==> config.mk <==
export PLATFORM = sky130hd
export DESIGN_NAME = infix_expression_evaluator_unit_flat
export DESIGN_NICKNAME = d
export VERILOG_FILES = /design/src/rtl/core/iee_pkg.sv /design/src/rtl/core/iee_if.sv /design/src/rtl/core/iee_front.sv /design/src/rtl/core/iee_divider.sv /design/src/rtl/core/iee_back.sv /design/src/rtl/core/infix_expression_evaluator_unit.sv /design/src/flat_wrapper.sv
export SDC_FILE = /design/constraint.sdc
export NUM_CORES = 2
export LEC_CHECK = 0
export BUFFER_PORTS_ARGS = -buffer_cell sky130_fd_sc_hd__buf_2
export CORE_MARGIN = 2
export CORE_UTILIZATION = 59
export DETAILED_ROUTE_END_ITERATION = 16
export GPL_TIMING_DRIVEN = 1
export HOLD_SLACK_MARGIN = 0.03
export PLACE_DENSITY_LB_ADDON = 0.15
export SETUP_SLACK_MARGIN = 0.4
export SLEW_MARGIN = 40
export SYNTH_ARGS = -nofsm -noshare
export SYNTH_HDL_FRONTEND = slang
export SYNTH_SLANG_ARGS = --single-unit
==> constraint.sdc <==
create_clock -name i_clk -period 10.2 [get_ports i_clk]
set_input_delay 1.02 -clock i_clk [delete_from_list [all_inputs] [get_ports i_clk]]
set_output_delay 1.02 -clock i_clk [all_outputs]
set_load 0.01 [all_outputs]
==> src/rtl/core/iee_pkg.sv <==
// ----------------------------------------------------------------------------
// iee_pkg
// shared types and constants of the infix expression evaluator
// ----------------------------------------------------------------------------
`default_nettype none
package iee_pkg;
    localparam int STACK_DEPTH_DEF = 16;
    localparam int VALUE_BITS_DEF  = 32;
    localparam int QUEUE_DEPTH     = 4;

    typedef enum logic [2:0] {
        OP_ADD = 3'd0, OP_SUB = 3'd1, OP_MUL = 3'd2, OP_DIV = 3'd3, OP_LPAREN = 3'd4
    } t_op;

    typedef enum logic [1:0] {
        ST_OK = 2'd0, ST_DIV0 = 2'd1, ST_OVERFLOW = 2'd2, ST_MALFORMED = 2'd3
    } t_status;

    typedef enum logic [2:0] {
        K_IGNORE = 3'd0, K_DIGIT = 3'd1, K_OPER = 3'd2, K_LPAREN = 3'd3, K_RPAREN = 3'd4
    } t_kind;

    // classified token passed from front to back
    typedef struct packed {
        t_kind      kind;
        t_op        op;
        logic [3:0] digit;
        logic       last;
    } t_token;

    typedef enum logic [2:0] {
        S_IDLE, S_TOKEN, S_APPLY, S_DIV, S_FINISH, S_REPORT
    } t_state;

    localparam logic [7:0] CH_PLUS  = 8'h2B;
    localparam logic [7:0] CH_MINUS = 8'h2D;
    localparam logic [7:0] CH_STAR  = 8'h2A;
    localparam logic [7:0] CH_SLASH = 8'h2F;
    localparam logic [7:0] CH_LPAR  = 8'h28;
    localparam logic [7:0] CH_RPAR  = 8'h29;
    localparam logic [7:0] CH_ZERO  = 8'h30;
    localparam logic [7:0] CH_NINE  = 8'h39;
endpackage
`default_nettype wire

==> src/rtl/core/iee_if.sv <==
// ----------------------------------------------------------------------------
// iee_in_if / iee_out_if
// valid-ready channels of the evaluator
// ----------------------------------------------------------------------------
`default_nettype none
interface iee_in_if;
    logic       valid;
    logic       ready;
    logic [7:0] char_code;
    logic       is_last;
    modport source (output valid, char_code, is_last, input ready);
    modport sink   (input valid, char_code, is_last, output ready);
endinterface

interface iee_out_if;
    logic               valid;
    logic               ready;
    logic signed [31:0] result_value;
    logic [1:0]         status;
    modport source (output valid, result_value, status, input ready);
    modport sink   (input valid, result_value, status, output ready);
endinterface
`default_nettype wire

==> src/rtl/core/iee_front.sv <==
// ----------------------------------------------------------------------------
// iee_front
// classifies characters into tokens and queues them
// ----------------------------------------------------------------------------
`default_nettype none
module iee_front (
    input  wire logic            i_clk,
    input  wire logic            i_rst_n,
    iee_in_if.sink               in_ch,
    output iee_pkg::t_token      o_tok,
    output logic                 o_tok_valid,
    input  wire logic            i_tok_pop
);
    import iee_pkg::*;
    localparam int AW = $clog2(QUEUE_DEPTH);

    t_token          r_q [QUEUE_DEPTH];
    logic [AW-1:0]   r_wp, r_rp;
    logic [AW:0]     r_cnt;
    t_token          n_tok;
    logic            push, pop;

    always_comb begin
        n_tok.kind  = K_IGNORE;
        n_tok.op    = OP_ADD;
        n_tok.digit = in_ch.char_code[3:0];
        n_tok.last  = in_ch.is_last;
        if (in_ch.char_code >= CH_ZERO && in_ch.char_code <= CH_NINE) begin
            n_tok.kind = K_DIGIT;
        end else begin
            unique case (in_ch.char_code)
                CH_PLUS:  begin n_tok.kind = K_OPER; n_tok.op = OP_ADD; end
                CH_MINUS: begin n_tok.kind = K_OPER; n_tok.op = OP_SUB; end
                CH_STAR:  begin n_tok.kind = K_OPER; n_tok.op = OP_MUL; end
                CH_SLASH: begin n_tok.kind = K_OPER; n_tok.op = OP_DIV; end
                CH_LPAR:  n_tok.kind = K_LPAREN;
                CH_RPAR:  n_tok.kind = K_RPAREN;
                default:  n_tok.kind = K_IGNORE;
            endcase
        end
    end

    assign in_ch.ready = (r_cnt != (AW+1)'(QUEUE_DEPTH));
    assign push        = in_ch.valid && in_ch.ready;
    assign o_tok_valid = (r_cnt != '0);
    assign pop         = i_tok_pop && o_tok_valid;
    assign o_tok       = r_q[r_rp];

    always_ff @(posedge i_clk) begin
        if (push) r_q[r_wp] <= n_tok;
        if (!i_rst_n) begin
            r_wp <= '0; r_rp <= '0; r_cnt <= '0;
        end else begin
            if (push) r_wp <= r_wp + 1'b1;
            if (pop)  r_rp <= r_rp + 1'b1;
            r_cnt <= r_cnt + (AW+1)'(push) - (AW+1)'(pop);
        end
    end
endmodule
`default_nettype wire

==> src/rtl/core/iee_divider.sv <==
// ----------------------------------------------------------------------------
// iee_divider
// restoring divider, one quotient bit a cycle, truncates toward zero
// ----------------------------------------------------------------------------
`default_nettype none
module iee_divider #(
    parameter int VALUE_BITS = iee_pkg::VALUE_BITS_DEF
) (
    input  wire logic                  i_clk,
    input  wire logic                  i_rst_n,
    input  wire logic                  i_start,
    input  wire logic [VALUE_BITS-1:0] i_a,
    input  wire logic [VALUE_BITS-1:0] i_b,
    output logic                       o_done,
    output logic [VALUE_BITS-1:0]      o_q
);
    localparam int CW = $clog2(VALUE_BITS + 1);
    logic [VALUE_BITS-1:0] r_q, r_d;
    logic [VALUE_BITS:0]   r_rem, trial, shifted;
    logic [CW-1:0]         r_cnt;
    logic                  r_busy, r_neg, r_done;

    assign shifted = {r_rem[VALUE_BITS-1:0], r_q[VALUE_BITS-1]};
    assign trial   = shifted - {1'b0, r_d};

    always_ff @(posedge i_clk) begin
        if (!i_rst_n) begin
            r_busy <= 1'b0; r_done <= 1'b0; r_cnt <= '0;
        end else begin
            r_done <= 1'b0;
            if (i_start) begin
                r_busy <= 1'b1;
                r_cnt  <= CW'(VALUE_BITS);
            end else if (r_busy) begin
                r_cnt <= r_cnt - 1'b1;
                if (r_cnt == CW'(1)) begin r_busy <= 1'b0; r_done <= 1'b1; end
            end
        end
        if (i_start) begin
            r_q   <= i_a[VALUE_BITS-1] ? -i_a : i_a;
            r_d   <= i_b[VALUE_BITS-1] ? -i_b : i_b;
            r_rem <= '0;
            r_neg <= i_a[VALUE_BITS-1] ^ i_b[VALUE_BITS-1];
        end else if (r_busy) begin
            if (!trial[VALUE_BITS]) begin
                r_rem <= trial;
                r_q   <= {r_q[VALUE_BITS-2:0], 1'b1};
            end else begin
                r_rem <= shifted;
                r_q   <= {r_q[VALUE_BITS-2:0], 1'b0};
            end
        end
    end

    assign o_done = r_done;
    assign o_q    = r_neg ? -r_q : r_q;
endmodule
`default_nettype wire

==> src/rtl/core/iee_back.sv <==
// ----------------------------------------------------------------------------
// iee_back
// stack machine that applies tokens and reports results
// ----------------------------------------------------------------------------
`default_nettype none
module iee_back #(
    parameter int STACK_DEPTH = iee_pkg::STACK_DEPTH_DEF,
    parameter int VALUE_BITS  = iee_pkg::VALUE_BITS_DEF
) (
    input  wire logic            i_clk,
    input  wire logic            i_rst_n,
    input  wire iee_pkg::t_token i_tok,
    input  wire logic            i_tok_valid,
    output logic                 o_tok_pop,
    iee_out_if.source            out_ch
);
    import iee_pkg::*;
    localparam int AW = $clog2(STACK_DEPTH);
    localparam int CW = $clog2(STACK_DEPTH + 1);

    logic [VALUE_BITS-1:0] r_vs [STACK_DEPTH];
    t_op                   r_os [STACK_DEPTH];
    logic [CW-1:0]         r_vc, n_vc, r_oc, n_oc;
    t_status               r_st, n_st;
    t_state                r_state, n_state;
    t_token                r_tok, n_tok;
    logic                  r_ov, n_ov;
    logic signed [31:0]    r_res, n_res;
    logic [1:0]            r_ost, n_ost;

    // stack writes
    logic                  v_we, o_we;
    logic [AW-1:0]         v_wa, o_wa;
    logic [VALUE_BITS-1:0] v_wd;
    t_op                   o_wd;

    logic [VALUE_BITS-1:0] va, vb, arith;
    t_op                   top_op;
    logic                  div_start, div_done;
    logic [VALUE_BITS-1:0] div_q;

    assign va     = r_vs[AW'(r_vc - CW'(2))];
    assign vb     = r_vs[AW'(r_vc - CW'(1))];
    assign top_op = r_os[AW'(r_oc - CW'(1))];

    iee_divider #(.VALUE_BITS(VALUE_BITS)) u_div (
        .i_clk(i_clk), .i_rst_n(i_rst_n), .i_start(div_start),
        .i_a(va), .i_b(vb), .o_done(div_done), .o_q(div_q)
    );

    always_comb begin
        unique case (top_op)
            OP_ADD:  arith = va + vb;
            OP_SUB:  arith = va - vb;
            OP_MUL:  arith = VALUE_BITS'(va * vb);
            default: arith = va;
        endcase
    end

    always_ff @(posedge i_clk) begin
        if (!i_rst_n) begin
            r_state <= S_IDLE; r_vc <= '0; r_oc <= '0; r_st <= ST_OK; r_ov <= 1'b0;
        end else begin
            r_state <= n_state; r_vc <= n_vc; r_oc <= n_oc; r_st <= n_st; r_ov <= n_ov;
        end
        r_tok <= n_tok; r_res <= n_res; r_ost <= n_ost;
        if (v_we) r_vs[v_wa] <= v_wd;
        if (o_we) r_os[o_wa] <= o_wd;
    end

    always_comb begin
        n_state = r_state; n_vc = r_vc; n_oc = r_oc; n_st = r_st; n_tok = r_tok;
        n_ov = r_ov; n_res = r_res; n_ost = r_ost;
        o_tok_pop = 1'b0; div_start = 1'b0;
        v_we = 1'b0; v_wa = AW'(r_vc); v_wd = '0;
        o_we = 1'b0; o_wa = AW'(r_oc); o_wd = r_tok.op;
        unique case (r_state)
            S_IDLE: begin
                if (i_tok_valid) begin
                    o_tok_pop = 1'b1;
                    n_tok     = i_tok;
                    n_state   = (r_st == ST_OK) ? S_TOKEN : (i_tok.last ? S_FINISH : S_IDLE);
                end
            end
            S_TOKEN: begin
                n_state = r_tok.last ? S_FINISH : S_IDLE;
                unique case (r_tok.kind)
                    K_DIGIT: begin
                        if (r_vc == CW'(STACK_DEPTH)) n_st = ST_OVERFLOW;
                        else begin
                            v_we = 1'b1; v_wd = VALUE_BITS'(r_tok.digit); n_vc = r_vc + 1'b1;
                        end
                    end
                    K_LPAREN: begin
                        if (r_oc == CW'(STACK_DEPTH)) n_st = ST_OVERFLOW;
                        else begin
                            o_we = 1'b1; o_wd = OP_LPAREN; n_oc = r_oc + 1'b1;
                        end
                    end
                    K_RPAREN: begin
                        if (r_oc != '0) begin
                            if (top_op == OP_LPAREN) n_oc = r_oc - 1'b1;
                            else n_state = S_APPLY;
                        end
                    end
                    K_OPER: begin
                        if (r_oc != '0 && top_op != OP_LPAREN &&
                            top_op[2:1] >= r_tok.op[2:1]) begin
                            n_state = S_APPLY;
                        end else if (r_oc == CW'(STACK_DEPTH)) begin
                            n_st = ST_OVERFLOW;
                        end else begin
                            o_we = 1'b1; n_oc = r_oc + 1'b1;
                        end
                    end
                    default: ;
                endcase
            end
            S_APPLY: begin
                // pop one operator and apply it, then re-check the token
                n_oc = r_oc - 1'b1;
                if (r_vc < CW'(2)) begin
                    n_st = ST_MALFORMED; n_state = r_tok.last ? S_FINISH : S_IDLE;
                end else if (top_op == OP_DIV) begin
                    if (vb == '0) begin
                        n_st = ST_DIV0; n_state = r_tok.last ? S_FINISH : S_IDLE;
                    end else begin
                        div_start = 1'b1; n_oc = r_oc; n_state = S_DIV;
                    end
                end else begin
                    v_we = 1'b1; v_wa = AW'(r_vc - CW'(2)); v_wd = arith;
                    n_vc = r_vc - 1'b1;
                    n_state = (r_tok.kind == K_IGNORE) ? S_FINISH : S_TOKEN;
                end
            end
            S_DIV: begin
                if (div_done) begin
                    v_we = 1'b1; v_wa = AW'(r_vc - CW'(2)); v_wd = div_q;
                    n_vc = r_vc - 1'b1; n_oc = r_oc - 1'b1;
                    n_state = (r_tok.kind == K_IGNORE) ? S_FINISH : S_TOKEN;
                end
            end
            S_FINISH: begin
                // drain the operator stack; token kind cleared so apply returns here
                n_tok.kind = K_IGNORE; n_tok.last = 1'b1;
                if (r_st == ST_OK && r_oc != '0) begin
                    if (top_op == OP_LPAREN) n_st = ST_MALFORMED;
                    else n_state = S_APPLY;
                end else begin
                    n_state = S_REPORT;
                    if (r_st == ST_OK && r_vc != CW'(1)) begin
                        n_ost = ST_MALFORMED; n_res = '0;
                    end else begin
                        n_ost = r_st;
                        n_res = (r_st == ST_OK) ?
                            32'(signed'(r_vs[0])) : '0;
                    end
                    n_ov = 1'b1;
                end
            end
            S_REPORT: begin
                if (out_ch.ready) begin
                    n_ov = 1'b0; n_state = S_IDLE;
                    n_vc = '0; n_oc = '0; n_st = ST_OK;
                end
            end
            default: n_state = S_IDLE;
        endcase
    end

    assign out_ch.valid        = r_ov;
    assign out_ch.result_value = r_res;
    assign out_ch.status       = r_ost;
endmodule
`default_nettype wire

==> src/rtl/core/infix_expression_evaluator_unit.sv <==
// ----------------------------------------------------------------------------
// infix_expression_evaluator_unit
// shunting-yard evaluator of single-digit infix expressions
// ----------------------------------------------------------------------------
//  channel  dir  payload                        transfer
//  in_ch    in   char_code[7:0], is_last        valid & ready
//  out_ch   out  result_value[31:0], status[1:0] valid & ready
//
//  characters enter a 4-entry token queue at one item a cycle
//  the back end takes each token in an idle state and handles it in a token
//  state; each operator applied adds an apply and a re-check; a division
//  waits in a divide state for the divider; the last item drains operators
//  via apply and finish; the result is valid the cycle after, until taken
//  reset clears both stack counts, status and the queue; stacks hold no reset
//  the front keeps taking items while the back stalls, until the queue is full
// ----------------------------------------------------------------------------
`default_nettype none
module infix_expression_evaluator_unit #(
    parameter int STACK_DEPTH = iee_pkg::STACK_DEPTH_DEF,
    parameter int VALUE_BITS  = iee_pkg::VALUE_BITS_DEF
) (
    input  wire logic  i_clk,
    input  wire logic  i_rst_n,
    iee_in_if.sink     in_ch,
    iee_out_if.source  out_ch
);
    import iee_pkg::*;

    t_token tok;
    logic   tok_valid, tok_pop;

    // front: classify and queue
    iee_front u_front (
        .i_clk(i_clk), .i_rst_n(i_rst_n), .in_ch(in_ch),
        .o_tok(tok), .o_tok_valid(tok_valid), .i_tok_pop(tok_pop)
    );

    // back: stacks, arithmetic, result
    iee_back #(.STACK_DEPTH(STACK_DEPTH), .VALUE_BITS(VALUE_BITS)) u_back (
        .i_clk(i_clk), .i_rst_n(i_rst_n), .i_tok(tok), .i_tok_valid(tok_valid),
        .o_tok_pop(tok_pop), .out_ch(out_ch)
    );

    // a stalled result holds
    a_hold: assert property (@(posedge i_clk) disable iff (!i_rst_n)
        out_ch.valid && !out_ch.ready |=> out_ch.valid && $stable(out_ch.result_value))
        else $error("result changed while stalled");
    // an error result carries a zero value
    a_zero: assert property (@(posedge i_clk) disable iff (!i_rst_n)
        out_ch.valid && out_ch.status != ST_OK |-> out_ch.result_value == 32'sd0)
        else $error("error result not zero");
    // no token is taken while a result waits
    a_nopop: assert property (@(posedge i_clk) disable iff (!i_rst_n)
        out_ch.valid |-> !tok_pop)
        else $error("token popped during report");
endmodule
`default_nettype wire
==> src/flat_wrapper.sv <==
// flat-port wrapper written by rule: the top's interface ports become plain ports
module infix_expression_evaluator_unit_flat import iee_pkg::*;
#(
    parameter int STACK_DEPTH = iee_pkg::STACK_DEPTH_DEF,
    parameter int VALUE_BITS  = iee_pkg::VALUE_BITS_DEF
)
  (i_clk, i_rst_n, in_ch_valid, in_ch_char_code, in_ch_is_last, in_ch_ready, out_ch_valid, out_ch_result_value, out_ch_status, out_ch_ready);
  iee_in_if in_ch_i ();
  iee_out_if out_ch_i ();
  input  wire logic i_clk;
  input  wire logic i_rst_n;
  input wire logic [$bits(in_ch_i.valid)-1:0] in_ch_valid;
  input wire logic [$bits(in_ch_i.char_code)-1:0] in_ch_char_code;
  input wire logic [$bits(in_ch_i.is_last)-1:0] in_ch_is_last;
  output wire logic [$bits(in_ch_i.ready)-1:0] in_ch_ready;
  output wire logic [$bits(out_ch_i.valid)-1:0] out_ch_valid;
  output wire logic [$bits(out_ch_i.result_value)-1:0] out_ch_result_value;
  output wire logic [$bits(out_ch_i.status)-1:0] out_ch_status;
  input wire logic [$bits(out_ch_i.ready)-1:0] out_ch_ready;
  assign in_ch_i.valid = in_ch_valid;
  assign in_ch_i.char_code = in_ch_char_code;
  assign in_ch_i.is_last = in_ch_is_last;
  assign in_ch_ready = in_ch_i.ready;
  assign out_ch_valid = out_ch_i.valid;
  assign out_ch_result_value = out_ch_i.result_value;
  assign out_ch_status = out_ch_i.status;
  assign out_ch_i.ready = out_ch_ready;
  infix_expression_evaluator_unit #(.STACK_DEPTH(STACK_DEPTH), .VALUE_BITS(VALUE_BITS)) u_core (.i_clk(i_clk), .i_rst_n(i_rst_n), .in_ch(in_ch_i), .out_ch(out_ch_i));
endmodule
==> flow_summary.yaml <==
synth:
  async_reset_ff_share_pct: 0
  synth-seq-area-share_pct: 40.1
  yosys-top-cells-area: "edfxtp_1 (38%), fa_1 (15%), mux4_2 (12%), ha_1 (4.7%), nor2_1 (3.7%)"
  synth-seq-cells: 774
  netlist.top_cell.by_area: "edfxtp_1"
  synth_fp_nets: 5396
  synth_edf_count: 709
  synth_cells: 4761
  yosys.area.top_type_share_pct: 37.8
  avgSynthCellArea_um2: 11.8
  synth.distinct_cells: 81
  ys.flop_type: "edfxtp_1"
  netlist_area_mm2: 0.0563
  yosysWarningCount: 0
critical_path:
  cp_slowest_cell: "fa_1"
  cp_slowest_stage_delay_ps: 540
  crit_type: "reg -> reg"
  setup.worst_path.end_class: "flip-flop"
  required_ps: 10610
  crit_top_cell: "fa_1"
  cp.arrival_ps: 9960
  path_max_fanout: 16
  critPathLaunchType: "flip-flop"
placed_design:
  place.gp.congestion: 1.02
  io_buffers: 48
  place_ws_ps: 29.9
  place_area_mm2: 0.0595
  hpwlAfterDp_um: 126000
  placed_cells: 6037
floorplanning:
  core_area_mm2: 0.0949
  start_util_pct: 59.4
  rows: 113
  die_h_um: 313
  ios: 49
  dieArea_mm2: 0.0980
  die_x_um: 313
route:
  drtIter0Drc: 5093
  dr_total_vias: 39900
  drt-vias-per-instance: 6.40
  drt-wirelength-per-cell_um: 28.0
  drc: 0
  wl_um: 175000
  drt_pass1_iterations: 8
  ant_nets: 0
finish:
  layout_common_cells: "edfxtp_1 (709), nor2_1 (540), inv_1 (532), fa_1 (411), nand2_1 (396)"
  final_area_mm2: 0.0630
  layout.cells.non_filler: 6228
  drive_gt1_share_pct: 17.3
  mostFrequentLayoutCell: "edfxtp_1"
  syn2layout_area_growth_pct: 11.9
  nets: 5527
clocking:
  cts_tree: "done"
  root_buffer: "clkbuf_16"
  cts_buffers: 82
  clk_path_buf_depth: 3
  clock_latency_ps: 690
  postCtsHoldBufs: 0
  cts.sinks: 774
  path_clk_slew_ps: 60
  ctsHtreeMaxLevel: 3
timing:
  worstMarginPinSlew_ps: 857
  finalHoldViolCount: 0
  fin_setup_tns_ps: 0
  period_minus_slack_ps: 9550
  setup_viol: 0
  max_freq_mhz: 105
  fin_crit_sh_pct: 93.7
  grt_setup_unrepaired: "yes"
  finClkSkew_ps: 51.8
  worst_slack_ps: 647
  slew_viol_final: 0
  relSlewSlack_pct: 42.8
job:
  max_cap_violations: 0
run_status:
  status: "finished, final reports clean"
global_route:
  grt.total_usage_pct: 35.4
  grt_pass1_vias: 39800
  antenna_found_initial: 3
  grt_max_degree: 96
  gr-total-overflow: 0
  grt_first_pass_wirelength_um: 255000
worst_hold_path:
  hold_path.class: "reg -> reg"
==> area by class of cell <==
type / count / area, um^2
Multi-Input combinational cell: 3185 / 31200
Clock inverter: 54 / 642
Sequential cell: 774 / 22600
Fill cell: 7025 / 31800
Inverter: 545 / 2060
Antenna cell: 4 / 10.0
Clock buffer: 97 / 2120
Tap cell: 1265 / 1580
Timing Repair Buffer: 304 / 2810
==> worst max-delay path, delay by kind of cell (launching register included) <==
kind	cells	cell delay [ps]
xor+xnor	1	130
buf+inv	11	1500
simple gates	5	800
fa+ha+maj	10	4150
mux	3	880
compound gates	6	1320
flops	1	480
==> timing repair <==
action / 4_1_cts / 5_1_grt
endpoints found under the setup margin: 112 / 192
gates resized for setup: 11 / 47
gates cloned: 1 / 8
buffers inserted: 5 / 22
pin swaps: 2 / 11
==> cell usage after synthesis, drive strengths merged (6+ instances only) <==
cell / instances
o21a: 27
ha: 211
mux2: 21
mux4: 295
dfxtp: 65
o22ai: 37
nor2: 558
edfxtp: 709
o21ai: 103
inv: 540
xnor2: 194
nor3: 37
fa: 411
and2: 68
and3: 26
a21o: 39
nor4: 13
clkbuf: 167
o41ai: 9
a211oi: 43
a222oi: 13
or2: 12
nand2: 398
a21oi: 137
o211ai: 7
nand3: 59
a31oi: 26
or4: 8
xor2: 82
buf: 92
nor2b: 34
a21boi: 13
o31ai: 17
a221oi: 6
or3: 22
o21bai: 11
nand4: 13
nand2b: 77
mux2i: 104
==> flip-flops by register name, summed over array words and instances (netlist names), 5 cells and up, named ones only <==
register / cells
u_core.u_back.r_vs: 512
u_core.u_back.r_os: 48
u_core.u_front.r_q: 40
u_core.u_back.out_ch.result_value: 32
u_core.u_back.u_div.r_d: 32
u_core.u_back.u_div.r_q: 32
u_core.u_back.u_div.r_rem: 32
u_core.u_back.r_tok: 10
u_core.u_back.u_div.r_cnt: 6
u_core.u_back.r_oc: 5
u_core.u_back.r_vc: 5
==> stage by stage <==
stage,hold WS [ps],util [%]
6_report,492,66.4
5_1_grt,523,66.4
4_1_cts,494,65.8
3_5_place_dp,486,62.7
3_3_place_gp,476,62.6
2_1_floorplan,458,-
==> per-layer routing <==
layer	wire length [um]	up-vias	global-route usage [%]
met2	80600	2487	55.4
met5	20	-	0
met3	19200	450	7.23
met4	8310	4	14.6
li1	-	16900	-
met1	66600	20100	49.0
==> worst paths after layout <==
path	depth (start not counted)	start	slack (ps)	end
max reg2reg	36	u_core.u_back.r_vc[0]	650	u_core.u_back.r_vs[13][30]
min reg2reg	2	u_core.u_back.u_div.r_cnt[0]	490	u_core.u_back.u_div.r_cnt[0]
min	2	u_core.u_back.u_div.r_cnt[0]	490	u_core.u_back.u_div.r_cnt[0]
max	36	u_core.u_back.r_vc[0]	650	u_core.u_back.r_vs[13][30]
==> cells by family after synthesis <==
group | Yosys count | synth area share [%]
buf+inv | 804 | 5.67
simple gates | 1342 | 10.6
compound gates | 523 | 5.97
mux | 420 | 14.1
xor+xnor | 276 | 4.30
fa+ha+maj | 622 | 19.3
flops | 774 | 40.1
Power is not shown: default switching activity piles up to over one toggle a cycle in this logic, so the estimate is an artifact.
